## src/rtl/core/tip_pkg.sv

```systemverilog
// Shared types, character codes and digit decode for the text-to-integer parser.
package tip_pkg;

  // Input word: one character of the text.
  typedef struct packed {
    logic [7:0] character;
    logic       end_of_text;
  } tip_in_t;

  // Output word: one finished conversion.
  typedef struct packed {
    logic [63:0] value;
    logic [15:0] consumed_count;
  } tip_out_t;

  // Configuration register indexes.
  localparam logic [0:0] CFG_NUMBER_BASE = 1'd0;
  localparam logic [0:0] CFG_SIGNED_MODE = 1'd1;

  typedef struct packed {
    logic [5:0] number_base;
    logic       signed_mode;
  } tip_cfg_t;

  typedef enum logic [2:0] {
    PH_WS1    = 3'd0,
    PH_SIGN   = 3'd1,
    PH_WS2    = 3'd2,
    PH_PLUS2  = 3'd3,
    PH_PREFIX = 3'd4,
    PH_ZERO   = 3'd5,
    PH_DIGITS = 3'd6,
    PH_STOP   = 3'd7
  } tip_phase_t;

  // What one character does to the datapath.
  typedef enum logic [2:0] {
    ACT_NONE    = 3'd0,
    ACT_CONSUME = 3'd1,
    ACT_MINUS   = 3'd2,
    ACT_ZERO    = 3'd3,
    ACT_HEX     = 3'd4,
    ACT_DIGIT   = 3'd5
  } tip_act_t;

  typedef struct packed {
    tip_phase_t phase;
    logic       count_zero;
  } tip_status_t;

  typedef struct packed {
    logic       ok;
    logic [5:0] val;
  } tip_digit_t;

  localparam logic [7:0] CH_TAB   = 8'h09;
  localparam logic [7:0] CH_LF    = 8'h0A;
  localparam logic [7:0] CH_SPACE = 8'h20;
  localparam logic [7:0] CH_PLUS  = 8'h2B;
  localparam logic [7:0] CH_MINUS = 8'h2D;
  localparam logic [7:0] CH_0     = 8'h30;
  localparam logic [7:0] CH_9     = 8'h39;
  localparam logic [7:0] CH_UA    = 8'h41;
  localparam logic [7:0] CH_UX    = 8'h58;
  localparam logic [7:0] CH_UZ    = 8'h5A;
  localparam logic [7:0] CH_LA    = 8'h61;
  localparam logic [7:0] CH_LX    = 8'h78;
  localparam logic [7:0] CH_LZ    = 8'h7A;

  localparam logic [5:0] BASE_MAX = 6'd36;
  localparam logic [5:0] BASE_HEX = 6'd16;
  localparam logic [5:0] BASE_OCT = 6'd8;
  localparam logic [5:0] BASE_DEC = 6'd10;
  localparam logic [7:0] LETTER_OFFSET = 8'd10;

  function automatic logic is_space(input logic [7:0] c);
    return (c == CH_SPACE) || (c == CH_TAB) || (c == CH_LF);
  endfunction

  // Map 0-9, a-z, A-Z to 0..35.
  function automatic tip_digit_t digit_of(input logic [7:0] c);
    tip_digit_t r;
    logic [7:0] t;
    r = '0;
    t = '0;
    if (c >= CH_0 && c <= CH_9) begin
      t = c - CH_0;
      r.ok = 1'b1;
    end else if (c >= CH_LA && c <= CH_LZ) begin
      t = c - CH_LA + LETTER_OFFSET;
      r.ok = 1'b1;
    end else if (c >= CH_UA && c <= CH_UZ) begin
      t = c - CH_UA + LETTER_OFFSET;
      r.ok = 1'b1;
    end
    r.val = t[5:0];
    return r;
  endfunction

endpackage

```

## src/rtl/core/tip_in_reg.sv

```systemverilog
// Input register stage: holds one accepted character word until the parser takes it.
module tip_in_reg (
  input  logic            clk,
  input  logic            rst,
  input  logic            in_valid,
  output logic            in_ready,
  input  tip_pkg::tip_in_t in_data,
  input  logic            advance,
  output logic            q_valid,
  output tip_pkg::tip_in_t q_data
);
  import tip_pkg::*;

  assign in_ready = !q_valid || advance;

  always_ff @(posedge clk) begin
    if (rst) begin
      q_valid <= 1'b0;
    end else if (in_ready) begin
      q_valid <= in_valid;
    end
  end

  always_ff @(posedge clk) begin
    if (in_valid && in_ready) begin
      q_data <= in_data;
    end
  end

endmodule

```

## src/rtl/core/tip_parse.sv

```systemverilog
// Parse state and combinational character step: phase, base, accumulator, sign, count.
module tip_parse #(
  parameter int VALUE_WIDTH = 64,
  parameter int COUNT_WIDTH = 16
) (
  input  logic              clk,
  input  logic              rst,
  input  logic              step,
  input  tip_pkg::tip_in_t  item,
  input  tip_pkg::tip_cfg_t cfg,
  output tip_pkg::tip_out_t result,
  output tip_pkg::tip_status_t status
);
  import tip_pkg::*;

  tip_phase_t             phase;
  logic [5:0]             active_base;
  logic [VALUE_WIDTH-1:0] accumulator;
  logic                   negate_flag;
  logic [COUNT_WIDTH-1:0] char_count;

  tip_phase_t             phase_next;
  logic [5:0]             active_base_next;
  logic [VALUE_WIDTH-1:0] accumulator_next;
  logic                   negate_flag_next;
  logic [COUNT_WIDTH-1:0] char_count_next;

  tip_act_t   act;
  logic [5:0] digit_base;
  tip_digit_t dig;
  logic [5:0] clamped_base;

  logic [VALUE_WIDTH-1:0] final_value;
  logic [31:0]            count_wide;

  assign dig          = digit_of(item.character);
  assign clamped_base = (cfg.number_base > BASE_MAX) ? BASE_MAX : cfg.number_base;

  // Phase walk: a character may fall through several phases in a single step.
  always_comb begin
    tip_phase_t p;
    logic       done;
    p                = phase;
    done             = 1'b0;
    phase_next       = phase;
    act              = ACT_NONE;
    digit_base       = active_base;
    active_base_next = active_base;

    if (p == PH_WS1) begin
      if (is_space(item.character)) begin
        act  = ACT_CONSUME;
        done = 1'b1;
      end else begin
        p = PH_SIGN;
      end
    end

    if (!done && p == PH_SIGN) begin
      if (cfg.signed_mode) begin
        if (item.character == CH_MINUS) begin
          act        = ACT_MINUS;
          phase_next = PH_WS2;
          done       = 1'b1;
        end else if (item.character == CH_PLUS) begin
          act        = ACT_CONSUME;
          phase_next = PH_WS2;
          done       = 1'b1;
        end else begin
          p = PH_WS2;
        end
      end else if (item.character == CH_PLUS) begin
        act        = ACT_CONSUME;
        phase_next = PH_PREFIX;
        done       = 1'b1;
      end else begin
        p = PH_PREFIX;
      end
    end

    if (!done && p == PH_WS2) begin
      if (is_space(item.character)) begin
        act        = ACT_CONSUME;
        phase_next = PH_WS2;
        done       = 1'b1;
      end else begin
        p = PH_PLUS2;
      end
    end

    if (!done && p == PH_PLUS2) begin
      if (item.character == CH_PLUS) begin
        act        = ACT_CONSUME;
        phase_next = PH_PREFIX;
        done       = 1'b1;
      end else begin
        p = PH_PREFIX;
      end
    end

    // Latch the base here; a leading zero may still turn into a 0x prefix.
    if (!done && p == PH_PREFIX) begin
      if (item.character == CH_0 &&
          (clamped_base == '0 || clamped_base == BASE_HEX)) begin
        act              = ACT_ZERO;
        active_base_next = clamped_base;
        phase_next       = PH_ZERO;
        done             = 1'b1;
      end else begin
        digit_base       = (clamped_base == '0) ? BASE_DEC : clamped_base;
        active_base_next = digit_base;
        p                = PH_DIGITS;
      end
    end

    if (!done && p == PH_ZERO) begin
      if (item.character == CH_LX || item.character == CH_UX) begin
        act              = ACT_HEX;
        active_base_next = BASE_HEX;
        phase_next       = PH_DIGITS;
        done             = 1'b1;
      end else begin
        digit_base       = (active_base == '0) ? BASE_OCT : active_base;
        active_base_next = digit_base;
        p                = PH_DIGITS;
      end
    end

    if (!done && p == PH_DIGITS) begin
      if (dig.ok && dig.val < digit_base) begin
        act        = ACT_DIGIT;
        phase_next = PH_DIGITS;
      end else begin
        phase_next = PH_STOP;
      end
    end
  end

  // Datapath update for the chosen action.
  always_comb begin
    logic [COUNT_WIDTH-1:0] count_inc;
    count_inc        = (char_count == '1) ? char_count : char_count + 1'b1;
    accumulator_next = accumulator;
    negate_flag_next = negate_flag;
    char_count_next  = char_count;
    unique case (act) inside
      ACT_NONE: begin
      end
      ACT_CONSUME, ACT_HEX: begin
        char_count_next = count_inc;
      end
      ACT_MINUS: begin
        negate_flag_next = 1'b1;
        char_count_next  = count_inc;
      end
      ACT_ZERO: begin
        accumulator_next = '0;
        char_count_next  = count_inc;
      end
      ACT_DIGIT: begin
        accumulator_next = accumulator * digit_base + VALUE_WIDTH'(dig.val);
        char_count_next  = count_inc;
      end
      default: begin
      end
    endcase
  end

  assign final_value           = negate_flag_next ? (-accumulator_next) : accumulator_next;
  assign count_wide            = 32'(char_count_next);
  assign result.value          = 64'(final_value);
  assign result.consumed_count = count_wide[15:0];

  assign status.phase      = phase;
  assign status.count_zero = (char_count == '0);

  always_ff @(posedge clk) begin
    if (rst || (step && item.end_of_text)) begin
      phase       <= PH_WS1;
      active_base <= '0;
      accumulator <= '0;
      negate_flag <= 1'b0;
      char_count  <= '0;
    end else if (step) begin
      phase       <= phase_next;
      active_base <= active_base_next;
      accumulator <= accumulator_next;
      negate_flag <= negate_flag_next;
      char_count  <= char_count_next;
    end
  end

endmodule

```

## src/rtl/core/tip_out_reg.sv

```systemverilog
// Result register: holds one finished conversion until the consumer takes it.
module tip_out_reg (
  input  logic              clk,
  input  logic              rst,
  input  logic              load,
  input  tip_pkg::tip_out_t load_data,
  output logic              out_valid,
  input  logic              out_ready,
  output tip_pkg::tip_out_t out_data
);
  import tip_pkg::*;

  always_ff @(posedge clk) begin
    if (rst) begin
      out_valid <= 1'b0;
    end else if (load) begin
      out_valid <= 1'b1;
    end else if (out_ready) begin
      out_valid <= 1'b0;
    end
  end

  always_ff @(posedge clk) begin
    if (load) begin
      out_data <= load_data;
    end
  end

endmodule

```

## src/rtl/core/text_to_integer_parser_top.sv

```systemverilog
// Top level of the streaming text-to-integer parser.
//
//  channel | signals                              | word
//  --------+--------------------------------------+------------------------------------
//  in      | in_valid, in_ready, in_data          | character, end_of_text
//  out     | out_valid, out_ready, out_data       | value, consumed_count
//  cfg     | cfg_valid, cfg_ready, cfg_index/data | 0: number_base, 1: signed_mode
//
// One character word per cycle unless a waiting result stalls an end-of-text word;
// the end-of-text word goes to the input register, its result to the result register.
// The combinational multiply-add of accumulator by base sets the clock path.
// Reset (rst, synchronous) clears the parse state, number_base to 10 and
// signed_mode to 0. A waiting result stalls only an end-of-text word;
// characters keep flowing whenever the result register is free or being taken.
module text_to_integer_parser_top #(
  parameter int VALUE_WIDTH = 64,
  parameter int COUNT_WIDTH = 16
) (
  input  logic              clk,
  input  logic              rst,
  input  logic              in_valid,
  output logic              in_ready,
  input  tip_pkg::tip_in_t  in_data,
  output logic              out_valid,
  input  logic              out_ready,
  output tip_pkg::tip_out_t out_data,
  input  logic              cfg_valid,
  output logic              cfg_ready,
  input  logic [0:0]        cfg_index,
  input  logic [5:0]        cfg_data
);
  import tip_pkg::*;

  tip_cfg_t    cfg;
  logic        q_valid;
  tip_in_t     q_data;
  logic        advance;
  logic        out_load;
  tip_out_t    result;
  tip_status_t status;

  // Config registers take writes any time; the host must write only while idle.
  assign cfg_ready = 1'b1;

  always_ff @(posedge clk) begin
    if (rst) begin
      cfg.number_base <= BASE_DEC;
      cfg.signed_mode <= 1'b0;
    end else if (cfg_valid) begin
      unique case (cfg_index)
        CFG_NUMBER_BASE: cfg.number_base <= cfg_data;
        CFG_SIGNED_MODE: cfg.signed_mode <= cfg_data[0];
        default: begin
        end
      endcase
    end
  end

  // Advance the held character unless it ends a text and the result slot is stuck.
  assign advance  = q_valid && (!q_data.end_of_text || !out_valid || out_ready);
  assign out_load = advance && q_data.end_of_text;

  tip_in_reg u_in_reg (
    .clk      (clk),
    .rst      (rst),
    .in_valid (in_valid),
    .in_ready (in_ready),
    .in_data  (in_data),
    .advance  (advance),
    .q_valid  (q_valid),
    .q_data   (q_data)
  );

  tip_parse #(
    .VALUE_WIDTH (VALUE_WIDTH),
    .COUNT_WIDTH (COUNT_WIDTH)
  ) u_parse (
    .clk    (clk),
    .rst    (rst),
    .step   (advance),
    .item   (q_data),
    .cfg    (cfg),
    .result (result),
    .status (status)
  );

  tip_out_reg u_out_reg (
    .clk       (clk),
    .rst       (rst),
    .load      (out_load),
    .load_data (result),
    .out_valid (out_valid),
    .out_ready (out_ready),
    .out_data  (out_data)
  );

`ifndef SYNTHESIS
  // An end-of-text word that advances always leaves a result behind.
  a_eot_gives_result: assert property (@(posedge clk) disable iff (rst)
    out_load |=> out_valid)
    else $error("end-of-text word produced no result");

  // Parse state starts over after each result.
  a_eot_clears_state: assert property (@(posedge clk) disable iff (rst)
    out_load |=> (status.phase == PH_WS1) && status.count_zero)
    else $error("parse state not cleared after end of text");

  // Never overwrite a result that is still waiting.
  a_no_overwrite: assert property (@(posedge clk) disable iff (rst)
    !(out_load && out_valid && !out_ready))
    else $error("result register overwritten while stalled");
`endif

endmodule

```

## config.mk

```make
export PLATFORM = sky130hd
export DESIGN_NAME = text_to_integer_parser_top
export DESIGN_NICKNAME = d
export VERILOG_FILES = /design/src/rtl/core/tip_pkg.sv /design/src/rtl/core/tip_in_reg.sv /design/src/rtl/core/tip_parse.sv /design/src/rtl/core/tip_out_reg.sv /design/src/rtl/core/text_to_integer_parser_top.sv
export SDC_FILE = /design/constraint.sdc
export NUM_CORES = 1
export LEC_CHECK = 0
export BUFFER_PORTS_ARGS = -buffer_cell sky130_fd_sc_hd__buf_2
export CELL_PAD_IN_SITES_DETAIL_PLACEMENT = 2
export CELL_PAD_IN_SITES_GLOBAL_PLACEMENT = 2
export CORE_MARGIN = 2
export CORE_UTILIZATION = 35
export DETAILED_ROUTE_END_ITERATION = 10
export PLACE_DENSITY = 0.74
export SYNTH_ARGS = -nofsm -noshare
export SYNTH_HDL_FRONTEND = slang
export SYNTH_HIERARCHICAL = 1
export SYNTH_SLANG_ARGS = --single-unit
```

## constraint.sdc

```tcl
create_clock -name clk -period 13.4 [get_ports clk]
set_input_delay 1.34 -clock clk [delete_from_list [all_inputs] [get_ports clk]]
set_output_delay 1.34 -clock clk [all_outputs]
set_load 0.03 [all_outputs]
```

Word-level counts from Yosys, hierarchy flattened:

Index checks and enable logic that the tools add are counted.
Widths: inputs -> output; s select.

* add/sub/neg operators: 8
* mux-type cells: 84
* bitwise logic cells: 1
* magnitude comparators: 8
* reduce and logical (&&, ||, !) cells: 40
* equality and inequality tests: 21
* multiply operators: 1

Operators with widths (number)
* $mux 3: 44
* $pmux 64 s2: 1
* $mux 6: 14
* $add 64x6->64: 1
* $mul 64x6->64: 1
* $mux 64: 1
* $neg 64->64: 1
* $eq 8x6->1 const B: 4
* $mux 16: 2
* $mux 1: 22
* $add 16x1->16 const B: 1
* $eq 16x16->1 const B: 1
* $eq 8x4->1 const B: 2
* $eq 8x7->1 const B: 2
* $ge 8x7->1 const B: 2
* $le 8x7->1 const B: 2
* $eq 3x3->1 const B: 5
* $logic_and 1x1->1: 14
* $add 6x4->6 const B: 2
* $eq 3x2->1 const B: 4
* $logic_not 6->1: 2
* $sub 6x6->6 const B: 2
* $logic_not 1->1: 9
* $ge 8x6->1 const B: 1
* other kinds (12): 23

* logic and storage cells: 176
* flip-flop bits (word level): 188
* bits of input ports: 21
* output and inout bits: 83

Longest topological paths before layout:

Gate-level depths: netlist (run 1).

* word-level depth: 29
* gate-level depth with buffers: 35
* depth with buffers taken out: 30

By module:

Netlist (run 1), hierarchy kept.

By module, submodules not included
* tip_parse: times used 1, area an instance 20044.2 um^2, cells an instance 2452
* tip_out_reg: times used 1, area an instance 2441.1 um^2, cells an instance 84
* text_to_integer_parser_top: times used 1, area an instance 332.8 um^2, cells an instance 36
* tip_in_reg: times used 1, area an instance 325.3 um^2, cells an instance 14

Least setup slack after synthesis (run 1):

Ideal clock, no wire load.

* kind: reg-to-reg
* start point: reg, netlist name u_in_reg/q_data[5]
* end point: reg, netlist name u_out_reg/out_data[79]
* arrival time: 9240 ps
* setup time: 259 ps
* buffers on the path: 3
* path slack: 3901 ps
* data required time: 13141 ps
* period minus slack after synthesis: 9499 ps
* stages on the path, launching flop included: 32
* cells stage by stage: edfxtp_1 inv_1 ha_1 or3b_1 clkbuf_1 o211a_1 o211a_1 o32ai_2 nand3_1 o21ai_0 clkbuf_1 clkbuf_1 nand2_1 fa_1 fa_1 inv_1 fa_1 fa_1 ha_1 nor3_1 and4b_1 a21oi_1 a211o_1 a2111oi_2 o21ai_0 o311a_1 o31ai_1 xnor2_1 o21ai_0 or4_4 o41a_1 xnor2_1

==> impl_results.md, run 1 <==
- Placed wire-length estimate: 66,300 µm
- CP required: 13,640 ps
- TNS Setup: 0 ps
- Slowest-stage cell, CP: nor4_1
- Nets: 2,962
- Synth Area per Inst: approximately 9.0 µm²
- Post-synthesis instance area: 23,100 µm²
- Leakage power: 10.9 nW
- Crit Path Max Fanout: 45
- Fmax: 0.0862 GHz
- Final Max Tran Viols: 0
- Worst Clk Skew: 27.5 ps
- Hold_sp: u_out_reg/out_valid
- First-pass GRT wire length: 137,000 µm
- Antenna violations before repair: 3
- Die Wd: 261 µm
- CTS tree: yes
- Root Buffer: clkbuf_16
- Setup Buffers After CTS: 0
- Tcrit/Tclk final: 86.6%
- Clock Latency Late Sink: 490 ps
- Peak VDD IR: 0.0988 mV
- Layout cell share with drive strength beyond 1: 8.29%
- Count of standard-cell rows: 94
- Reg2reg path depth: 29
- Largest net degree at the start of global routing: 82
- Crit start category: flip-flop
- Synth Warn #: 6
- Synth Net Count: 2,988
- Max-cap violation count: 0
- Crit path kind: flip-flop to flip-flop
- Reg-to-Reg Start: u_in_reg/q_data[5]
- Final hold viol count: 0
- Status: finished clean
- Data arrival, critical path: between 10,000 and 15,000 ps
- CP Buf/Inv Count: 4
- Power density over the cells: 84.9 nW/µm²
- Routability cong.: 0.934
- Clock sink total: 188
- Remaining global-route overflow: 0
- H-tree depth: 4
- Reg2Reg Setup Slack: about 1800 ps
- DR DRC count: 0
- Gate Count Post-Synth: 2,581
- GRT Util Overall: 26.1%
- Die Span Y: 261 µm
- # fillers: 7,178
- Io pins: 104
- Setup violators final: 0
- Crit path from: u_in_reg/q_data[5]
- Clock transition at path regs: about 100 ps
- Crit-path max cell delay: 810 ps
- RSZ-0062 raised after global routing: false
- Worst Setup EP: u_out_reg/out_data[64]
- Final Hold Slack: 522 ps
- Vias/cell: 5.88
- Drt first pass iters: 7
- Hold WC Path Type: flip-flop to flip-flop
- Drt total wl: 88,300 µm
- Post-CTS Hold Fix Bufs: 0
- Worst-case clock buffer depth: 2
- WP depth: 29
- Post-CTS sizing: 0
- Die ar.: 68,100 µm²
- CP Capture Type: flip-flop
- Worst path top cell family by delay: simple AND/OR/NAND/NOR gates
- DRT iter0 DRCs: about 1.4k
- CTS buffer count: 17
- PortBufs: slightly above 100
- Number of global-route vias before repair: 22.3k
- Core area: 65,500 µm²
- Rel. slew slack: 9.13%
- Least-Margin Pin Slew: between 1000 and 1500 ps
- Diode count: 0
- FF-to-FF End: u_out_reg/out_data[64]
- Vias: 20.2k
- Antenna-violating nets left: 0
- Synth-to-Final Area Change: 7.67%
- End-of-flow core utilization: 38.0%
- Fin crit period: around 12,000 ps
- Routed len/inst: 25.7 µm
- Initial Utilization: 35.3%
## worst min path at each step
stage | to | slack (ps) | cells after the start
after floorplan | u_parse/active_base[4] | 450 | 2
after global placement | u_parse/active_base[4] | 480 | 2
after detailed placement | cfg[3] | 510 | 2
after CTS | cfg[3] | 530 | 2
after global routing | u_out_reg/out_valid | 550 | 2
final | u_out_reg/out_valid | 520 | 2
## state kept, by name, summed over array words and instances, names as in the netlist
name	flops
u_in_reg/q_valid	1
u_in_reg/q_data	9
u_parse/accumulator	64
u_parse/negate_flag	1
u_parse/active_base	6
cfg	7
u_parse/char_count	16
u_out_reg/out_data	80
u_out_reg/out_valid	1
u_parse/phase	3
## metal layers
layer	global-route usage (%)	wire, µm
met2	45.4	43400
met1	35.4	39500
met5	0	0
met3	1.77	3600
met4	6.19	1820
## where the power goes
| part | total (mW) | internal [mW] | switching [mW] | leakage [nW] |
|---|---|---|---|---|
| clock network | 0.547 | 0.256 | 0.292 | 0.291 |
| registers | 0.687 | 0.636 | 0.0516 | 1.67 |
| logic | 0.877 | 0.279 | 0.599 | 8.91 |
| total | 2.11 | 1.17 | 0.942 | 10.9 |
## through the flow
step                instance area [µm²]  std cells  total power [mW]  setup WS [ps]
finish                            24900       3432              2.11           1800
global route                      24900       3432              2.22           1220
CTS                               24900       3432              2.11           1900
detailed placement                24300       3400              1.56           1920
global placement                  24300       3400              1.52           2510
floorplan                         23100       2581              1.26           3900
## placed cells by master (no fill, tap or decap), types with 47 or more instances in the layout
cell        n
fa_1      240
o21ai_0   109
dfxtp_1    99
buf_2     102
edfxtp_1   89
nand2_1   155
nor2b_1    71
xor2_1     48
ha_1      146
inv_1     102
a31oi_1    47
a21oi_1   108
a211oi_1   59
xnor2_1    94
and2_1    273
nor2_1    224
## layout make-up
| cell class | count | area [µm²] | share of cell area, % |
|---|---|---|---|
| Multi-Input combinational cell | 2120 | 17400 | 70.1 |
| Sequential cell | 188 | 4650 | 18.7 |
| Tap cell | 864 | 1080 | 4.34 |
| Timing Repair Buffer | 126 | 691 | 2.78 |
| Clock buffer | 17 | 425 | 1.71 |
| Inverter | 102 | 383 | 1.54 |
| Clock inverter | 15 | 199 | 0.800 |
## worst reg2reg max path, delay by kind of cell (launching register included)
kind                     cells  cell delay, ps
AND/OR/NAND/NOR             11            4480
AO/OA/AOI/OAI                9            3220
buffers and inverters        4            1430
adder cells (fa/ha/maj)      3             980
multiplexers                 1             610
flip-flops                   1             470
XOR/XNOR                     1             190
Note: power is estimated with default switching activity, not from simulation.
==> inputs of run 2 (changes only) <==
--- a/config.mk
+++ b/config.mk
@@ -11,7 +11,8 @@
 export CORE_MARGIN = 2
 export CORE_UTILIZATION = 35
 export DETAILED_ROUTE_END_ITERATION = 10
-export PLACE_DENSITY = 0.74
+export PLACE_DENSITY = 0.82
+export SKIP_CTS_REPAIR_TIMING = 1
 export SYNTH_ARGS = -nofsm -noshare
 export SYNTH_HDL_FRONTEND = slang
 export SYNTH_HIERARCHICAL = 1
==> constraint.sdc (replaced) <==
create_clock -name clk -period 12.1 [get_ports clk]
set_input_delay 1.21 -clock clk [delete_from_list [all_inputs] [get_ports clk]]
set_output_delay 1.21 -clock clk [all_outputs]
set_load 0.03 [all_outputs]
==> impl_results.md, run 2 (synthesis gave the netlist of run 1 again) <==
- DR WL met2: 43,900 µm (was 43,400 µm)
- Status: finished clean (unchanged)
- Routability cong.: 0.907 (was 0.934)
- Fmax: 0.0874 GHz (was 0.0862 GHz)
- GRT Util Overall: 26.6% (was 26.1%)
- TNS Setup: 0 ps (unchanged)
- Final Max Tran Viols: 0 (unchanged)
- Max-cap violation count: 0 (unchanged)
- Data arrival, critical path: 11,680 ps (was 11,840 ps)
- Drt first pass iters: 5 (was 7)
- Clock Latency Late Sink: 490 ps (about the same)
- Core area: 65,500 µm² (unchanged)
- PortBufs: 102 (unchanged)
- Vias: 20.6k (was 20.2k)
- Initial Utilization: 35.3% (unchanged)
- Layout cell share with drive strength beyond 1: 8.43% (was 8.29%)
- Hold WC Path Type: flip-flop to flip-flop (unchanged)
- Die Span Y: 261 µm (unchanged)
- Die ar.: 68,100 µm² (unchanged)
- Drt total wl: 89,500 µm (was 88,300 µm)
- Remaining global-route overflow: 0 (unchanged)
- Clock transition at path regs: 90 ps (was 100 ps)
- Slowest-stage cell, CP: a211oi_1 (was nor4_1)
- Power density over the cells: 93.7 nW/µm² (was 84.9 nW/µm²)
- CTS tree: yes (unchanged)
- Tot Pwr: 2.33 mW (was 2.11 mW)
- Crit Path Max Fanout: 47 (was 45)
- Final hold viol count: 0 (unchanged)
- Count of standard-cell rows: 94 (unchanged)
- Crit-path max cell delay: 1040 ps (was 810 ps)
- DR DRC count: 0 (unchanged)
- Commonest non-fill, non-tap cell in the layout: and2_1 (unchanged)
- Largest Register: u_out_reg/out_data (unchanged)
- Leakage power: 10.9 nW (about the same)
- Root Buffer: clkbuf_16 (unchanged)
- Antenna violations before repair: 0 (was 3)
- Met3 WL: 4370 µm (was 3600 µm)
- Max FFs per register: 80 (unchanged)
- Final Hold Slack: 532 ps (was 522 ps)
- M1 WL: 37,500 µm (was 39,500 µm)
- CP Capture Type: flip-flop (unchanged)
- Final Instance Count excl. Fillers: 3,439 (was 3,432)
- Dpl cells: 3,407 (was 3,400)
- Clock sink total: 188 (unchanged)
- Number of global-route vias before repair: 23.2k (was 22.3k)
- # fillers: 7,165 (was 7,178)
- DRT iter0 DRCs: 1,474 (was 1,387)
- Io pins: 104 (unchanged)
- Peak VDD IR: 0.107 mV (was 0.0988 mV)
- Diode count: 0 (unchanged)
- Routed len/inst: 26.0 µm (was 25.7 µm)
- Largest net degree at the start of global routing: 77 (was 82)
- Crit start category: flip-flop (unchanged)
- Max Used Layer: met4 (unchanged)
- Die Wd: 261 µm (unchanged)
- Worst-case clock buffer depth: 2 (unchanged)
- Antenna-violating nets left: 0 (unchanged)
- Rel. slew slack: 17.6% (was 9.13%)
- Top Registers: u_out_reg/out_data: 80 flops, u_parse/accumulator: 64 flops, u_parse/char_count: 16 flops (unchanged)
- Placed wire-length estimate: 67,500 µm (was 66,300 µm)
- Commonest cells after routing, fill and taps aside: 273 x and2_1, 240 x fa_1, 224 x nor2_1 (unchanged)
- Nets: 2,969 (was 2,962)
- CTS buffer count: 17 (unchanged)
- Least-Margin Pin Slew: 1230 ps (was 1350 ps)
- Synth-to-Final Area Change: 7.59% (was 7.67%)
- Crit path kind: flip-flop to flip-flop (unchanged)
- Fin crit period: 11,440 ps (was 11,600 ps)
- H-tree depth: 4 (unchanged)
- Vias/cell: 5.98 (was 5.88)
- RSZ-0062 raised after global routing: false (unchanged)
- Setup violators final: 0 (unchanged)
- CP required: 12,330 ps (was 13,640 ps)
- Worst Clk Skew: 17.9 ps (was 27.5 ps)
- Tcrit/Tclk final: 94.6% (was 86.6%)
- First-pass GRT wire length: 139,000 µm (was 137,000 µm)
## run 2: changes by cell type in the layout (fill, tap and decap cells not counted), moves of 2 or more
cell	previous run	this run
buf_4	24	31
clkbuf_1	0	2
inv_8	1	4
clkinvlp_4	2	0
inv_6	1	4
clkinv_8	7	1
inv_12	2	0
## run 2: final timing paths
path / startpoint / endpoint / slack, ps / cells after the start
max: u_in_reg/q_data[5] / u_out_reg/out_data[60] / 660 / 27
min: u_parse/accumulator[62] / u_parse/accumulator[62] / 530 / 2
max reg2reg: u_in_reg/q_data[5] / u_out_reg/out_data[60] / 660 / 27
min reg2reg: u_parse/accumulator[62] / u_parse/accumulator[62] / 530 / 2
## run 2: through the flow
step                      util [%]  area (µm²)  setup slack (ps)
final                         38.0       24900               657
after global routing          38.0       24900              96.5
after CTS                     38.0       24900               782
after detailed placement      37.1       24300               846
after global placement        37.1       24300              1430
after floorplan                  -       23100              2600
## run 2: power by group
part           switching (mW)  internal, mW  total, mW
Combinational           0.688         0.316       1.00
Sequential             0.0540         0.704      0.758
Clock                   0.296         0.273      0.569
Total                    1.04          1.29       2.33
## run 2: per-layer routing
layer	vias up	GRT usage, %
met5	-	0
met4	0	10.9
met3	208	3.66
met2	645	46.0
met1	10700	33.3
li1	8974	-
## run 2: final cells by class
| cell class | count | area [µm²] | share of cell area [%] |
|---|---|---|---|
| Timing Repair Buffer | 133 | 743 | 2.99 |
| Multi-Input combinational cell | 2120 | 17400 | 70.2 |
| Clock inverter | 13 | 125 | 0.503 |
| Inverter | 102 | 383 | 1.54 |
| Tap cell | 864 | 1080 | 4.35 |
| Sequential cell | 188 | 4650 | 18.7 |
| Clock buffer | 19 | 433 | 1.74 |
## run 2: critical path, delay by kind of cell, from the launching register on
kind	cells	cell delay, ps
AO/OA/AOI/OAI	10	4420
AND/OR/NAND/NOR	8	2720
adder cells (fa/ha/maj)	6	2510
buffers and inverters	2	840
flip-flops	1	470
XOR/XNOR	1	210
==> inputs of run 3 (changes only) <==
--- a/config.mk
+++ b/config.mk
@@ -10,6 +10,7 @@
 export CELL_PAD_IN_SITES_GLOBAL_PLACEMENT = 2
 export CORE_MARGIN = 2
 export CORE_UTILIZATION = 35
+export CTS_BUF_LIST = sky130_fd_sc_hd__clkbuf_4
 export DETAILED_ROUTE_END_ITERATION = 10
 export PLACE_DENSITY = 0.82
 export SKIP_CTS_REPAIR_TIMING = 1
==> impl_results.md, run 3 (synthesis gave the netlist of run 1 again) <==
- Vias/cell: 5.93 (was 5.98)
- # fillers: 7,229 (was 7,165)
- Worst Clk Skew: 41.2 ps (was 17.9 ps)
- Leakage power: 10.8 nW (was 10.9 nW)
- Reg-to-Reg Start: u_in_reg/q_data[5] (unchanged)
- Worst-case clock buffer depth: 2 (unchanged)
- Worst path top cell family by delay: compound AO/OA/AOI/OAI gates (unchanged)
- Setup violators final: 0 (unchanged)
- Internal: 1.12 mW (was 1.29 mW)
- Initial Utilization: 35.3% (unchanged)
- Hold WC Path Type: flip-flop to flip-flop (unchanged)
- Count of standard-cell rows: 94 (unchanged)
- Vias: 20.4k (was 20.6k)
- Final hold viol count: 0 (unchanged)
- Largest Register: u_out_reg/out_data (unchanged)
- Crit path kind: flip-flop to flip-flop (unchanged)
- Dpl cells: 3,407 (unchanged)
- Nets: 2,969 (unchanged)
- Rel. slew slack: 16.5% (was 17.6%)
- Commonest non-fill, non-tap cell in the layout: and2_1 (unchanged)
- CP required: 12,600 ps (was 12,330 ps)
- Number of global-route vias before repair: 23.0k (was 23.2k)
- Sw Pwr: 1.01 mW (was 1.04 mW)
- Crit start category: flip-flop (unchanged)
- Data arrival, critical path: 11,920 ps (was 11,680 ps)
- Final Hold Slack: 541 ps (was 532 ps)
- GRT Util Overall: 26.3% (was 26.6%)
- Io pins: 104 (unchanged)
- Clock sink total: 188 (unchanged)
- Reg2reg path depth: 27 (unchanged)
- Reg2Reg Setup Slack: 680 ps (was 660 ps)
- PortBufs: 102 (unchanged)
- First-pass GRT wire length: 138,000 µm (was 139,000 µm)
- Clk pwr share: 17.3% (was 24.4%)
- Antenna-violating nets left: 0 (unchanged)
- End-of-flow core utilization: 37.5% (was 38.0%)
- Remaining global-route overflow: 0 (unchanged)
- Final Instance Count excl. Fillers: 3,441 (was 3,439)
- Status: finished clean (unchanged)
- CP Capture Type: flip-flop (unchanged)
- Max FFs per register: 80 (unchanged)
- Comb power frac: 47.1% (was 43.1%)
- WP depth: 27 (unchanged)
- H-tree depth: 4 (unchanged)
- Core area: 65,500 µm² (unchanged)
- Top Registers: u_out_reg/out_data: 80 flops, u_parse/accumulator: 64 flops, u_parse/char_count: 16 flops (unchanged)
- Final Max Tran Viols: 0 (unchanged)
- Largest net degree at the start of global routing: 77 (unchanged)
- Least-Margin Pin Slew: 1240 ps (was 1230 ps)
- Power density over the cells: 86.5 nW/µm² (was 93.7 nW/µm²)
- Switching share of total power: 47.5% (was 44.5%)
- CTS buffer count: 17 (unchanged)
- Synth-to-Final Area Change: 6.36% (was 7.59%)
- Drt first pass iters: 5 (unchanged)
- Clock Latency Late Sink: 720 ps (was 490 ps)
- Die ar.: 68,100 µm² (unchanged)
- Register area: 4650 µm² (unchanged)
- Seq pwr share: 35.7% (was 32.5%)
- Die Span Y: 261 µm (unchanged)
- Crit-path max cell delay: 1050 ps (was 1040 ps)
- Slowest-stage cell, CP: a211oi_1 (unchanged)
- Routed len/inst: 25.8 µm (was 26.0 µm)
- Clock transition at path regs: 210 ps (was 90 ps)
- Peak VDD IR: 0.0593 mV (was 0.107 mV)
- Antenna violations before repair: 3 (was 0)
- RSZ-0062 raised after global routing: false (unchanged)
- Drt total wl: 88,700 µm (was 89,500 µm)
- Fin crit period: 11,420 ps (was 11,440 ps)
- Fmax: 0.0876 GHz (was 0.0874 GHz)
- Dpl cell area: 24,300 µm² (unchanged)
- Layout cell share with drive strength beyond 1: 8.50% (was 8.43%)
- CP Buf/Inv Count: 2 (unchanged)
- Max-cap violation count: 0 (unchanged)
- Worst Setup EP: u_out_reg/out_data[60] (unchanged)
- DR DRC count: 0 (unchanged)
- FF-to-FF End: u_out_reg/out_data[60] (unchanged)
- DRT iter0 DRCs: 1,545 (was 1,474)
- Tcrit/Tclk final: 94.3% (was 94.6%)
- TNS Setup: 0 ps (unchanged)
- Crit path from: u_in_reg/q_data[5] (unchanged)
- Multi-input gate area: 17,400 µm² (unchanged)
- Crit Path Max Fanout: 34 (was 47)
- Root Buffer: clkbuf_4 (was clkbuf_16)
- Commonest cells after routing, fill and taps aside: 273 x and2_1, 240 x fa_1, 224 x nor2_1 (unchanged)
- Post-route cell area: 24,600 µm² (was 24,900 µm²)
- Routability cong.: 0.907 (unchanged)
- Die Wd: 261 µm (unchanged)
- Placed wire-length estimate: 67,500 µm (unchanged)
- CTS tree: yes (unchanged)
[run 3: cell count changes in the layout (fill, tap and decap cells not counted), sizes merged]
cell	change
diode	+2
[run 3: per-stage QoR]
step,power (mW),worst slack [ps]
floorplan,1.40,2600
global placement,1.69,1430
detailed placement,1.75,846
CTS,2.13,799
global route,2.23,83.5
finish,2.13,684
[run 3: worst min path at each step]
stage	slack [ps]	end	cells after the start	start
2_1_floorplan	450	u_parse/active_base[4]	2	u_parse/active_base[4]
3_3_place_gp	490	u_out_reg/out_valid	2	u_out_reg/out_valid
3_5_place_dp	500	u_parse/active_base[5]	2	u_parse/active_base[5]
4_1_cts	540	u_parse/accumulator[62]	2	u_parse/accumulator[62]
5_1_grt	580	u_out_reg/out_valid	2	u_out_reg/out_valid
6_report	540	u_parse/accumulator[62]	2	u_parse/accumulator[62]
[run 3: area by class of cell]
cell class / count / area share, %
multi-input combinational: 2120 / 71.0
clock buffer: 19 / 0.580
sequential: 188 / 18.9
antenna: 2 / 0.0204
tap: 864 / 4.40
timing repair buffer: 133 / 3.02
clock inverter: 13 / 0.509
inverter: 102 / 1.56
[run 3: power groups by stage]
stage | clock [mW] | sequential [mW] | combinational [mW]
2_1_floorplan | 0 | 0.761 | 0.637
3_3_place_gp | 0 | 0.766 | 0.920
3_5_place_dp | 0 | 0.770 | 0.977
4_1_cts | 0.380 | 0.757 | 0.989
5_1_grt | 0.398 | 0.763 | 1.07
6_report | 0.368 | 0.758 | 1.00
[run 3: worst register-to-register path, cell delays in order (launching register included)]
cell and delay, ps:
edfxtp_1 500, inv_1 200, ha_1 250, nor3b_1 430
nand3_1 330, o211a_1 250, o32ai_2 450, nand3_1 440
a22o_2 730, buf_4 400, and2_1 230, fa_1 520
fa_1 540, fa_1 500, ha_1 320, ha_1 450
a21oi_1 110, o21ai_0 290, nor3_1 160, a211oi_1 1050
o21ai_0 310, a21boi_0 560, nor4_1 110, a31oi_1 410
o2111ai_1 380, nor4_1 890, a31oi_1 230, xor2_1 200
[run 3: routing by layer]
layer	up-vias	track usage, %	routed length, µm
met1	10600	33.2	37400
met3	183	2.71	4040
met2	618	45.8	43800
met4	0	11.2	3540
met5	-	0	0
li1	8984	-	-
